### src/rtl/etf_pkg.sv
// Shared constants, item types, command types and helper functions of the fractal pixel engine.
package etf_pkg;

  localparam int COORD_FRAC_BITS_DEF = 56;
  localparam int MAX_FRAME_DEF = 4096;
  localparam int ITER_BITS_DEF = 16;

  localparam int COORD_W = 64;
  localparam int WIDE_W = 128;
  localparam int PIXEL_W = 12;
  localparam int DIM_CFG_W = 13;
  localparam int MAXI_W = 16;
  localparam int TOTAL_W = 48;
  localparam int COLOUR_W = 8;
  localparam int CFG_INDEX_W = 3;
  localparam int CFG_DATA_W = 64;
  localparam int STEP_W = 7;

  // Mapping constants: 3.5 = 7 / 2, 2.5 = 5 / 2, with extra shifts for the halves.
  localparam int X_SPAN = 7;
  localparam int X_SPAN_W = 3;
  localparam int X_OFF = 5;
  localparam int X_OFF_W = 3;
  localparam int X_EXTRA = 31;
  localparam int Y_SCALE_EXTRA = 33;
  localparam int Y_OFF_EXTRA = 32;
  localparam int ESC_EXTRA = 2;

  localparam int COLOUR_LOG2 = 24;
  localparam int RED_DIV = 65025;
  localparam int GREEN_DIV = 255;

  // For x below 2^24, x / 255 equals (x * RECIP_255) >> RECIP_SHIFT.
  localparam int RECIP_W = 32;
  localparam logic [RECIP_W-1:0] RECIP_255 = 32'h0080_8081;
  localparam int RECIP_SHIFT = 31;

  localparam logic [CFG_INDEX_W-1:0] CFG_PAN_X = 3'd0;
  localparam logic [CFG_INDEX_W-1:0] CFG_PAN_Y = 3'd1;
  localparam logic [CFG_INDEX_W-1:0] CFG_ZOOM = 3'd2;
  localparam logic [CFG_INDEX_W-1:0] CFG_FRAME_WIDTH = 3'd3;
  localparam logic [CFG_INDEX_W-1:0] CFG_FRAME_HEIGHT = 3'd4;
  localparam logic [CFG_INDEX_W-1:0] CFG_MAX_ITERATIONS = 3'd5;

  localparam logic [COORD_W-1:0] ZOOM_RESET = 64'h0000_0001_0000_0000;
  localparam logic [DIM_CFG_W-1:0] WIDTH_RESET = 13'd640;
  localparam logic [DIM_CFG_W-1:0] HEIGHT_RESET = 13'd480;
  localparam logic [MAXI_W-1:0] MAXI_RESET = 16'd256;

  typedef struct packed {
    logic [PIXEL_W-1:0] pixel_x;
    logic [PIXEL_W-1:0] pixel_y;
  } in_item_t;

  typedef struct packed {
    logic [COLOUR_W-1:0] red;
    logic [COLOUR_W-1:0] green;
    logic [COLOUR_W-1:0] blue;
    logic [MAXI_W-1:0]   iter_count;
    logic [TOTAL_W-1:0]  running_total;
  } out_item_t;

  typedef enum logic [3:0] {
    OP_NONE,
    OP_LOAD_PIXEL,
    OP_DIV_GO,
    OP_POST,
    OP_MAG,
    OP_MUL,
    OP_SUM,
    OP_UPDATE,
    OP_BLACK,
    OP_FINISH
  } dp_op_t;

  typedef enum logic [3:0] {
    SEL_CX_SCALE,
    SEL_CX_OFF,
    SEL_CY_SCALE,
    SEL_CY_OFF,
    SEL_STEP,
    SEL_TC_Q,
    SEL_RED,
    SEL_RED_SUB,
    SEL_GREEN,
    SEL_BLUE
  } div_sel_t;

  typedef struct packed {
    dp_op_t   op;
    div_sel_t sel;
  } cmd_t;

  typedef struct packed {
    logic div_busy;
    logic at_limit;
    logic escaped;
    logic out_free;
  } status_t;

  // Clamps a two's complement wide value to the signed 64-bit range.
  function automatic logic [COORD_W-1:0] sat64(input logic [WIDE_W-1:0] v);
    logic [COORD_W-1:0] r;
    if (v[WIDE_W-1:COORD_W-1] == '0 || v[WIDE_W-1:COORD_W-1] == '1) begin
      r = v[COORD_W-1:0];
    end else if (v[WIDE_W-1]) begin
      r = {1'b1, {(COORD_W-1){1'b0}}};
    end else begin
      r = {1'b0, {(COORD_W-1){1'b1}}};
    end
    return r;
  endfunction

  function automatic logic [COORD_W-1:0] mag64(input logic [COORD_W-1:0] v);
    return v[COORD_W-1] ? (~v + COORD_W'(1)) : v;
  endfunction

  function automatic logic [WIDE_W-1:0] sext64(input logic [COORD_W-1:0] v);
    return {{(WIDE_W-COORD_W){v[COORD_W-1]}}, v};
  endfunction

endpackage

### src/rtl/etf_ctrl.sv
// Controller: sequences mapping divisions, the escape loop, colour and result hand-over.
module etf_ctrl (
  input  logic              clk,
  input  logic              rst,
  input  logic              in_valid,
  output logic              in_ready,
  input  etf_pkg::status_t  status,
  output etf_pkg::cmd_t     cmd
);

  typedef enum logic [3:0] {
    S_IDLE,
    S_DIV_GO,
    S_DIV_WAIT,
    S_POST,
    S_MAG,
    S_MUL,
    S_SUM,
    S_UPD,
    S_COL_CHK,
    S_BLACK,
    S_FINISH
  } state_t;

  state_t state;
  etf_pkg::div_sel_t sel;

  always_ff @(posedge clk) begin
    if (rst) begin
      state <= S_IDLE;
      sel <= etf_pkg::SEL_CX_SCALE;
    end else begin
      case (state)
        S_IDLE: begin
          if (in_valid) begin
            state <= S_DIV_GO;
            sel <= etf_pkg::SEL_CX_SCALE;
          end
        end
        S_DIV_GO: state <= S_DIV_WAIT;
        S_DIV_WAIT: begin
          if (!status.div_busy) begin
            state <= S_POST;
          end
        end
        S_POST: begin
          case (sel)
            etf_pkg::SEL_CX_SCALE: begin
              sel <= etf_pkg::SEL_CX_OFF;
              state <= S_DIV_GO;
            end
            etf_pkg::SEL_CX_OFF: begin
              sel <= etf_pkg::SEL_CY_SCALE;
              state <= S_DIV_GO;
            end
            etf_pkg::SEL_CY_SCALE: begin
              sel <= etf_pkg::SEL_CY_OFF;
              state <= S_DIV_GO;
            end
            etf_pkg::SEL_CY_OFF: state <= S_MAG;
            // The colour steps after the division run one after another in this state.
            etf_pkg::SEL_STEP: begin
              sel <= etf_pkg::SEL_TC_Q;
              state <= S_POST;
            end
            etf_pkg::SEL_TC_Q: begin
              sel <= etf_pkg::SEL_RED;
              state <= S_POST;
            end
            etf_pkg::SEL_RED: begin
              sel <= etf_pkg::SEL_RED_SUB;
              state <= S_POST;
            end
            etf_pkg::SEL_RED_SUB: begin
              sel <= etf_pkg::SEL_GREEN;
              state <= S_POST;
            end
            etf_pkg::SEL_GREEN: begin
              sel <= etf_pkg::SEL_BLUE;
              state <= S_POST;
            end
            default: state <= S_FINISH;
          endcase
        end
        S_MAG: state <= status.at_limit ? S_COL_CHK : S_MUL;
        S_MUL: state <= S_SUM;
        S_SUM: state <= S_UPD;
        S_UPD: state <= status.escaped ? S_COL_CHK : S_MAG;
        S_COL_CHK: begin
          if (status.at_limit) begin
            state <= S_BLACK;
          end else begin
            sel <= etf_pkg::SEL_STEP;
            state <= S_DIV_GO;
          end
        end
        S_BLACK: state <= S_FINISH;
        S_FINISH: begin
          if (status.out_free) begin
            state <= S_IDLE;
          end
        end
        default: state <= S_IDLE;
      endcase
    end
  end

  always_comb begin
    cmd.sel = sel;
    case (state)
      S_IDLE: cmd.op = in_valid ? etf_pkg::OP_LOAD_PIXEL : etf_pkg::OP_NONE;
      S_DIV_GO: cmd.op = etf_pkg::OP_DIV_GO;
      S_POST: cmd.op = etf_pkg::OP_POST;
      S_MAG: cmd.op = etf_pkg::OP_MAG;
      S_MUL: cmd.op = etf_pkg::OP_MUL;
      S_SUM: cmd.op = etf_pkg::OP_SUM;
      S_UPD: cmd.op = etf_pkg::OP_UPDATE;
      S_BLACK: cmd.op = etf_pkg::OP_BLACK;
      S_FINISH: cmd.op = status.out_free ? etf_pkg::OP_FINISH : etf_pkg::OP_NONE;
      default: cmd.op = etf_pkg::OP_NONE;
    endcase
  end

  assign in_ready = (state == S_IDLE);

endmodule

### config.mk
export PLATFORM = sky130hd
export DESIGN_NAME = etf_ctrl
export DESIGN_NICKNAME = d
export VERILOG_FILES = /design/src/rtl/etf_pkg.sv /design/src/rtl/etf_ctrl.sv
export SDC_FILE = /design/constraint.sdc
export NUM_CORES = 1
export LEC_CHECK = 0
export BUFFER_PORTS_ARGS = -buffer_cell sky130_fd_sc_hd__buf_2
export CAP_MARGIN = 0
export CORE_MARGIN = 2
export CORE_UTILIZATION = 45
export CTS_BUF_LIST = sky130_fd_sc_hd__clkbuf_8
export DETAILED_ROUTE_END_ITERATION = 8
export GPL_TIMING_DRIVEN = 1
export PLACE_DENSITY = 0.69
export SLEW_MARGIN = 25
export SYNTH_ARGS = -nofsm -noshare
export SYNTH_HDL_FRONTEND = slang
export SYNTH_SLANG_ARGS = --single-unit
export TNS_END_PERCENT = 30
### constraint.sdc
create_clock -name clk -period 3.6 [get_ports clk]
set_input_delay 0.18 -clock clk [delete_from_list [all_inputs] [get_ports clk]]
set_output_delay 0.18 -clock clk [all_outputs]
set_load 0.02 [all_outputs]
# --- After elaboration in Yosys (flattened, before gate mapping) ---
# Cells that the tools add are included.
totals:
  in_bits: 7
  register_bits: 8
  out_inout_bits: 9
op_classes:
  n_reduce_logical: 7
  n_mux: 15
  n_eq_ne: 23
op_table:
  columns: ["operator", "n"]
  rows:
  - ["4-bit case mux with 11 select lines", 1]
  - ["4-bit two-way mux", 9]
  - ["4-bit case mux with 9 select lines", 1]
  - ["4-bit by 3-bit equality test with 1-bit output (second input constant)", 8]
  - ["4-bit case mux with 8 select lines", 1]
  - ["4-bit case mux with 3 select lines", 2]
  - ["4-bit by 2-bit equality test with 1-bit output (second input constant)", 4]
  - ["4-bit equality test (second input constant)", 4]
  - ["9-bit by 1-bit != test with 1-bit output (second input constant)", 1]
  - ["4-bit by 1-bit equality test with 1-bit output (second input constant)", 2]
  - ["4-bit zero test", 2]
  - ["2-bit != test (second input constant)", 4]
  - ["5-bit OR reduction", 1]
  - ["4-bit AND reduction", 1]
  - ["3-bit AND reduction", 1]
  - ["3-bit nonzero test", 1]
  - ["3-bit OR reduction", 1]
  - ["1-bit two-way mux", 1]

# --- Longest topological paths before layout ---
# Gate-level depths: netlist (run 1).
logic_depth:
  ltp_word: 4
  ltp_mapped: 6
  mapped_depth_nobuf: 5

# --- Worst setup path after synthesis (run 1) ---
# OpenSTA, ideal clock, no wires.
synth_path:
  path_kind: "reg2reg"
  from: "reg state[1]"
  to: "reg state[0]"
  required_time_ns: 3.482
  slack_ns: 1.730
  setup_time_ns: 0.118
  arrival_time_ns: 1.752
  synth_period_minus_slack_ns: 1.870
  stages_incl_launch_ff: 5
  cell_sequence: "dfxtp_1 dlygate4sd1_1 nor4_1 a21oi_1 o2111a_1"
synth_between:
  elab_chain_len: 3
  word_cells_on_any_way: 16
  cone_classes: "eq/ne (13); mux (1); reduce/logical (2)"
synth_rtl:
  columns: ["element", "line", "rtl"]
  rows:
  - ["from (decl)", "etf_ctrl.sv:25", "state_t state;"]
  - ["from (signal assigned)", "etf_ctrl.sv:85", "S_MAG: state <= status.at_limit ? S_COL_CHK : S_MUL;"]
  - ["from (signal assigned)", "etf_ctrl.sv:88", "S_UPD: state <= status.escaped ? S_COL_CHK : S_MAG;"]
  - ["4-bit zero test *", null, null]
  - ["net in_ready", "etf_ctrl.sv:6", "output logic in_ready,"]
  - ["2-bit != test (no line)", null, null]
  - ["3-bit AND reduction (no line)", null, null]
# The timed path passes the listed nets; every way through them passes the cells marked *.
# A chain may end at the register's enable or synchronous reset.

# --- Final worst setup path (run 1) ---
layout_path:
  from: "reg state[0]"
  to: "reg sel[0]"
layout_between:
  elab_chain_len: 3
  word_cells_on_any_way: 9
  cone_classes: "eq/ne (5); mux (1); reduce/logical (3)"
layout_rtl:
  columns: ["element", "line", "rtl"]
  rows:
  - ["4-bit by 2-bit equality test with 1-bit output (tied with other cells)", "etf_ctrl.sv:33", "case (state)"]
  - ["9-bit by 1-bit != test with 1-bit output (no line) (tied with other cells)", null, null]
  - ["4-bit AND reduction (no line)", null, null]
  - ["to (signal assigned)", "etf_ctrl.sv:31", "sel <= etf_pkg::SEL_CX_SCALE;"]
  - ["to (signal assigned)", "etf_ctrl.sv:37", "sel <= etf_pkg::SEL_CX_SCALE;"]
  - ["to (signal assigned)", "etf_ctrl.sv:49", "sel <= etf_pkg::SEL_CX_OFF;"]
  - ["to (decl)", "etf_ctrl.sv:26", "etf_pkg::div_sel_t sel;"]
# Parallel ways exist; a longest one is shown, timed or not.

==> results of run 1 <==
-- cells in the mapped netlist, types with 2 or more instances --
cell,n,area (um^2)
a21oi_1,10,50.1
and3_1,2,12.5
clkbuf_1,4,15.0
dfxtp_1,8,160
inv_1,2,7.51
mux2i_1,3,30.0
nand2_1,3,11.3
nand3_1,2,10.0
nor2_1,16,60.1
nor2b_1,4,25.0
nor4_1,2,12.5
o21ai_0,3,15.0
or3_1,2,12.5
-- cells by family (layout without fill, tap and decap cells) --
group                  after synthesis  in the layout  synth area share
AO/OA/AOI/OAI                       28             28             0.303
buffers and inverters               10             21            0.0797
flip-flops                           8              8             0.255
multiplexers                         3              3            0.0478
AND/OR/NAND/NOR                     38             38             0.315
-- routing by layer --
metal / part of all wire / track usage / vias up
li1: - / - / 342
met1: 0.52 / 0.313 / 283
met2: 0.40 / 0.242 / 16
met3: 0.062 / 0.0479 / 2
met4: 0.012 / 0.0968 / 0
met5: 0 / 0 / -
-- stage by stage --
step / utilization / total power [mW] / std cells / setup WS (ns) / hold WS (ns)
after floorplan: - / 0.339 / 87 / 1.73 / 0.452
after CTS: 0.557 / 0.485 / 113 / 1.79 / 0.222
after global placement: 0.525 / 0.380 / 110 / 1.87 / 0.455
after global routing: 0.557 / 0.522 / 113 / 1.64 / 0.234
after detailed placement: 0.525 / 0.379 / 110 / 1.81 / 0.460
final: 0.557 / 0.482 / 113 / 1.77 / 0.224
-- report_power, final --
part / switching (mW) / leakage, nW / internal (mW)
combinational: 0.124 / 0.228 / 0.0949
clock: 0.0307 / 0.0216 / 0.0720
sequential: 0.0557 / 0.0652 / 0.105
total: 0.210 / 0.315 / 0.272
-- layout make-up --
type                            instances  area, um^2  area share
Clock buffer                            3        41.3      0.0570
Inverter                                3        11.3      0.0155
Timing Repair Buffer                   15        75.1       0.104
Multi-Input combinational cell         69         418       0.577
Sequential cell                         8         160       0.221
Tap cell                               15        18.8      0.0259
-- cell usage in the layout, fill, tap and decap left out, drive strengths merged, types with 2 or more instances in the layout --
cell type,instances
o21ai,4
clkbuf,3
or3,2
nor2,17
mux2i,3
nor2b,5
inv,3
a21oi,10
a2bb2oi,2
and3,2
dfxtp,8
buf,15
nand3,2
nor4,2
nand2,3
-- how the worst max path moves through the flow --
stage	start	endpoint	slack, ns	cells past startpoint
final	state[0]	sel[0]	1.77	4
after global routing	state[2]	cmd[4]	1.64	5
after CTS	state[2]	cmd[4]	1.79	5
after detailed placement	state[0]	sel[0]	1.81	4
after global placement	state[0]	sel[0]	1.87	4
after floorplan	state[1]	state[0]	1.73	4
-- registers in the layout, summed over array words and instances, names as in the netlist --
register  flops
state         4
sel           4
==> flow_summary.yaml, run 1 <==
run_status:
  status: "finished, final reports clean"
place:
  dpl-instance-area_um2: 683
  gp_congestion: 0.821
  io_buffers: 15
  dp.final_hpwl_um: 997
timing:
  tns_ns: 0
  relSlewSlack: 0.627
  hold_viol: 0
  min_period_ns: 1.83
  skew_ns: 0.00111
  fin_crit_sh: 0.507
  drv_slew: 0
  tightestPinTransition_ns: 0.559
  setup_viol: 0
  rsz0062_at_grt: "no"
  fmax_mhz: 548
floorplan:
  die_x_um: 41.4
  rows: 13
  io-pin-count: 16
  fp.dieH_um: 41.4
  start_util: 0.483
  core-area_um2: 1300
  fp.dieArea_um2: 1710
logic_synthesis:
  synthesis.area_um2: 628
  syn_nets: 94
  syn_inst: 87
  avgSynthCellArea_um2: 7.22
  synth-seq-cells: 8
  synth_edf_count: 0
  ys_warn_count: 0
  synth_ff_type: "dfxtp_1"
  async_flop_share: 0
  yosysSeqAreaShare: 0.255
  synth.distinct_cells: 39
grt:
  grt-ovfl-total: 0
  grt_pass1_wl_um: 2170
  first_global_vias: 491
  grt_antenna_before_repair: 0
  grt_max_degree: 18
  grt_use_total: 0.199
route:
  wire_per_inst_um: 12.2
  drt-total-wl_um: 1380
  vias: 643
  dr.first_iter.drc_count: 15
  final_antenna_net_count: 0
  avgViaCountPerCell: 5.69
  drt_pass1_iterations: 4
  remaining_drc_errors: 0
clock_tree:
  post_cts_buffers: 0
  htree_levels: 1
  clock_latency_ns: 0.22
  post_cts_resized: 0
  clk_path_buf_depth: 2
  cts_hold_buf: 0
  clkSinkCount: 8
  cts_tree: "built"
  clk_pin_slew_ns: 0.04
  cts_root_buf: "clkbuf_8"
  cts_buffers: 3
critical_path:
  cp_slowest_cell: "dfxtp_1"
  worstSetupStartpointType: "flip-flop"
  worst_ep_required_time_ns: 3.75
  r2r_cells: 4
  worstReg2RegStart: "state[0]"
  worst-path-buf-inv: 0
  cp-end-kind: "flip-flop"
  crit_chain: "nand3b_1 -> a2bb2oi_2 -> or4_1 -> a21oi_1"
  r2r-end: "sel[0]"
  cp_top_family: "simple AND/OR/NAND/NOR gates"
  critPathMaxStageDelay_ns: 0.61
  path_class: "reg -> reg"
  r2r_setup_slack_ns: 1.77
  cp_max_fo: 15
  cp.arrival_ns: 1.98
worst_hold_path:
  holdPathStages: 2
  worstHoldStart: "rst"
  min_to: "sel[3]"
  hp-class: "in -> reg"
layout:
  area_growth_syn_to_layout_pct: 15.3
  diodes: 0
  drive_gt1_frac: 0.224
  final_nets: 107
  fillers: 141
  finalInstanceArea_um2: 724
pwr:
  leakage_nw: 0.315
  power_density_nw_per_um2: 665
  ir_drop_uv: 494
run:
  drv_cap: 0
No activity file was read; power rests on OpenSTA's default activity.
==> inputs of run 2 (changes only) <==
- ABC_AREA: default -> 1
- PLACE_DENSITY: 0.69 -> 0.68
- clock period: 3.6 -> 1.7 ns (I/O delays scaled with it)
==> run 2 against run 1 <==
Critical path depth up 1; global-route usage rose by 2.2 points; clock power is 110% higher; cell count rose by 37%; clock skew rose by 0.0048 ns; core utilization rose by 0.22 points; first-iteration DRC count is 6.7% higher; setup slack worse by 1.5 ns; non-clock buffer count unchanged; flip-flop and latch count is the same; sequential power increased by 100%; final area up 16%.
==> flow_summary.yaml, run 2 <==
grt:
  first_global_vias: 748
  grt_use_total: 0.221
  grt_pass1_wl_um: 3110
  grt_antenna_before_repair: 0
  grt_max_degree: 9
  grt-ovfl-total: 0
critical_path:
  cp_max_fo: 8
  critPathMaxStageDelay_ns: 0.50
  path_class: "reg -> out"
  cp_slowest_cell: "dfxtp_1"
  crit_chain: "nand2_1 -> inv_1 -> nand3_1 -> o211ai_1 -> buf_2"
  cp.arrival_ns: 1.39
  worst_ep_required_time_ns: 1.62
  worstSetupStartpointType: "flip-flop"
  cp-end-kind: "output port"
floorplan:
  core-area_um2: 1510
  fp.dieH_um: 43.9
  rows: 14
  io-pin-count: 16
  start_util: 0.476
  fp.dieArea_um2: 1930
  die_x_um: 43.9
place:
  io_buffers: 15
  place_inst: 152
  dp.final_hpwl_um: 1450
  pre_cts_ws_ns: 0.351
  gp_congestion: 0.856
route:
  final_antenna_net_count: 0
  vias: 785
  remaining_drc_errors: 0
  wire_per_inst_um: 11.1
  dr.first_iter.drc_count: 16
  drt-total-wl_um: 1720
  avgViaCountPerCell: 5.06
  drt_pass1_iterations: 6
logic_synthesis:
  avgSynthCellArea_um2: 5.88
  synth_top_area_frac: 0.223
  async_flop_share: 0
  yosysSeqAreaShare: 0.223
  synth_edf_count: 0
  yosys.area_share.simple: 0.503
  yosys-top-cells-area: "dfxtp_1 (22%), nand2_1 (17%), inv_1 (9.9%), nor2_1 (9.4%), nand3_1 (6.3%)"
  synth_top_area_cell: "dfxtp_1"
  synthesis.area_um2: 717
  ys_warn_count: 0
  post-synth-top-count-cell: "nand2_1"
  synth_top_family_by_area: "simple AND/OR/NAND/NOR gates"
  syn_nets: 129
  synth_fa_ha_area_frac: 0
  synth-seq-cells: 8
  netlist_top_cells_count: "nand2_1 (32), inv_1 (19), nor2_1 (18)"
  syn_inst: 122
  synth_ff_type: "dfxtp_1"
  yosys.area_share.xor_xnor: 0
  synth.distinct_cells: 24
  synth_compound_area_frac: 0.126
  synthMuxAreaShare: 0
timing:
  fin_crit_sh: 0.866
  fmax_mhz: 680
  rsz0062_at_grt: "no"
  min_period_ns: 1.47
  tightestPinTransition_ns: 0.319
  setup_slack_ns: 0.229
  setup_viol: 0
  hold_viol: 0
  skew_ns: 0.00587
  relSlewSlack: 0.787
  hold_slack_ns: 0.0409
  drv_slew: 0
  tns_ns: 0
pwr:
  p_switching_mw: 0.613
  leakage_nw: 0.483
  p_seq_frac: 0.266
  power_density_nw_per_um2: 1470
  swShare: 0.494
  power.share.clock: 0.178
  p_comb_frac: 0.557
  ir_drop_uv: 901
  p_int_mw: 0.628
layout:
  drive_gt1_frac: 0.245
  diodes: 0
  area_growth_syn_to_layout_pct: 17.5
  final_cells: 155
  mostFrequentLayoutCells: "nand2_1 (32), inv_1 (19), nor2_1 (18), buf_2 (15), nand3_1 (9)"
  fin_util: 0.559
  final_nets: 148
  final_common_cell: "nand2_1"
  top_regs: "sel x4, state x4"
clock_tree:
  clkSinkCount: 8
  clk_path_buf_depth: 2
  htree_levels: 1
  cts_root_buf: "clkbuf_8"
  cts_buffers: 3
  clk_pin_slew_ns: 0.04
  post_cts_buffers: 0
  cts_tree: "built"
  cts_hold_buf: 0
  clock_latency_ns: 0.23
  post_cts_resized: 0
run:
  drv_cap: 0
worst_hold_path:
  hp-class: "in -> reg"
run_status:
  status: "finished, final reports clean"
==> run 2: cell count changes after synthesis, sizes merged, moves of 4 or more <==
cell    previous run  this run
a21oi             10         3
clkbuf             4         0
inv                3        23
nand2              3        35
nand3              2        11
nor2              17        24
nor2b              5         0
==> run 2: stage by stage <==
step                      cell area, um^2  power [mW]
after global placement                801        1.02
after CTS                             842        1.25
final                                 842        1.24
after detailed placement              801        1.02
after global routing                  842        1.37
after floorplan                       717       0.873
==> run 2: per-layer routing <==
layer	GRT usage	wire length [um]
met5	0	0
met4	0.0485	4
met3	0.0750	86
met2	0.397	876
met1	0.251	753
==> run 2: power groups by stage <==
stage / Sequential [mW] / Combinational, mW / Clock (mW)
after global placement: 0.332 / 0.688 / 0
after global routing: 0.345 / 0.790 / 0.237
after floorplan: 0.349 / 0.523 / 0
final: 0.330 / 0.691 / 0.220
after CTS: 0.330 / 0.694 / 0.225
after detailed placement: 0.334 / 0.691 / 0
==> run 2: cell type report <==
cell class,count,area [um^2]
repair buffers,15,75.1
fillers,152,664
clock buffers,3,41.3
inverters,24,95.1
multi-input cells,89,450
well taps,16,20.0
flip-flops and latches,8,160
==> run 2: path summary, 6_finish.rpt <==
path	startpoint	endpoint	slack, ns	cells past startpoint
min reg2reg	sel[0]	sel[0]	0.54	2
max	state[1]	cmd[4]	0.23	5
max reg2reg	state[1]	sel[3]	0.34	9
min	rst	state[0]	0.04	2
==> run 2: worst max-delay path, delay by kind of cell, from the launching register on <==
| kind | cells | cell delay [ns] |
|---|---|---|
| AOI/OAI and AO/OA | 1 | 0.12 |
| DFF | 1 | 0.50 |
| buffers and inverters | 2 | 0.28 |
| and+or+nand+nor | 2 | 0.26 |
==> run 2: kinds of logic after synthesis <==
family	count (synthesis)
AOI/OAI and AO/OA	15
buffers and inverters	25
DFF	8
and+or+nand+nor	74
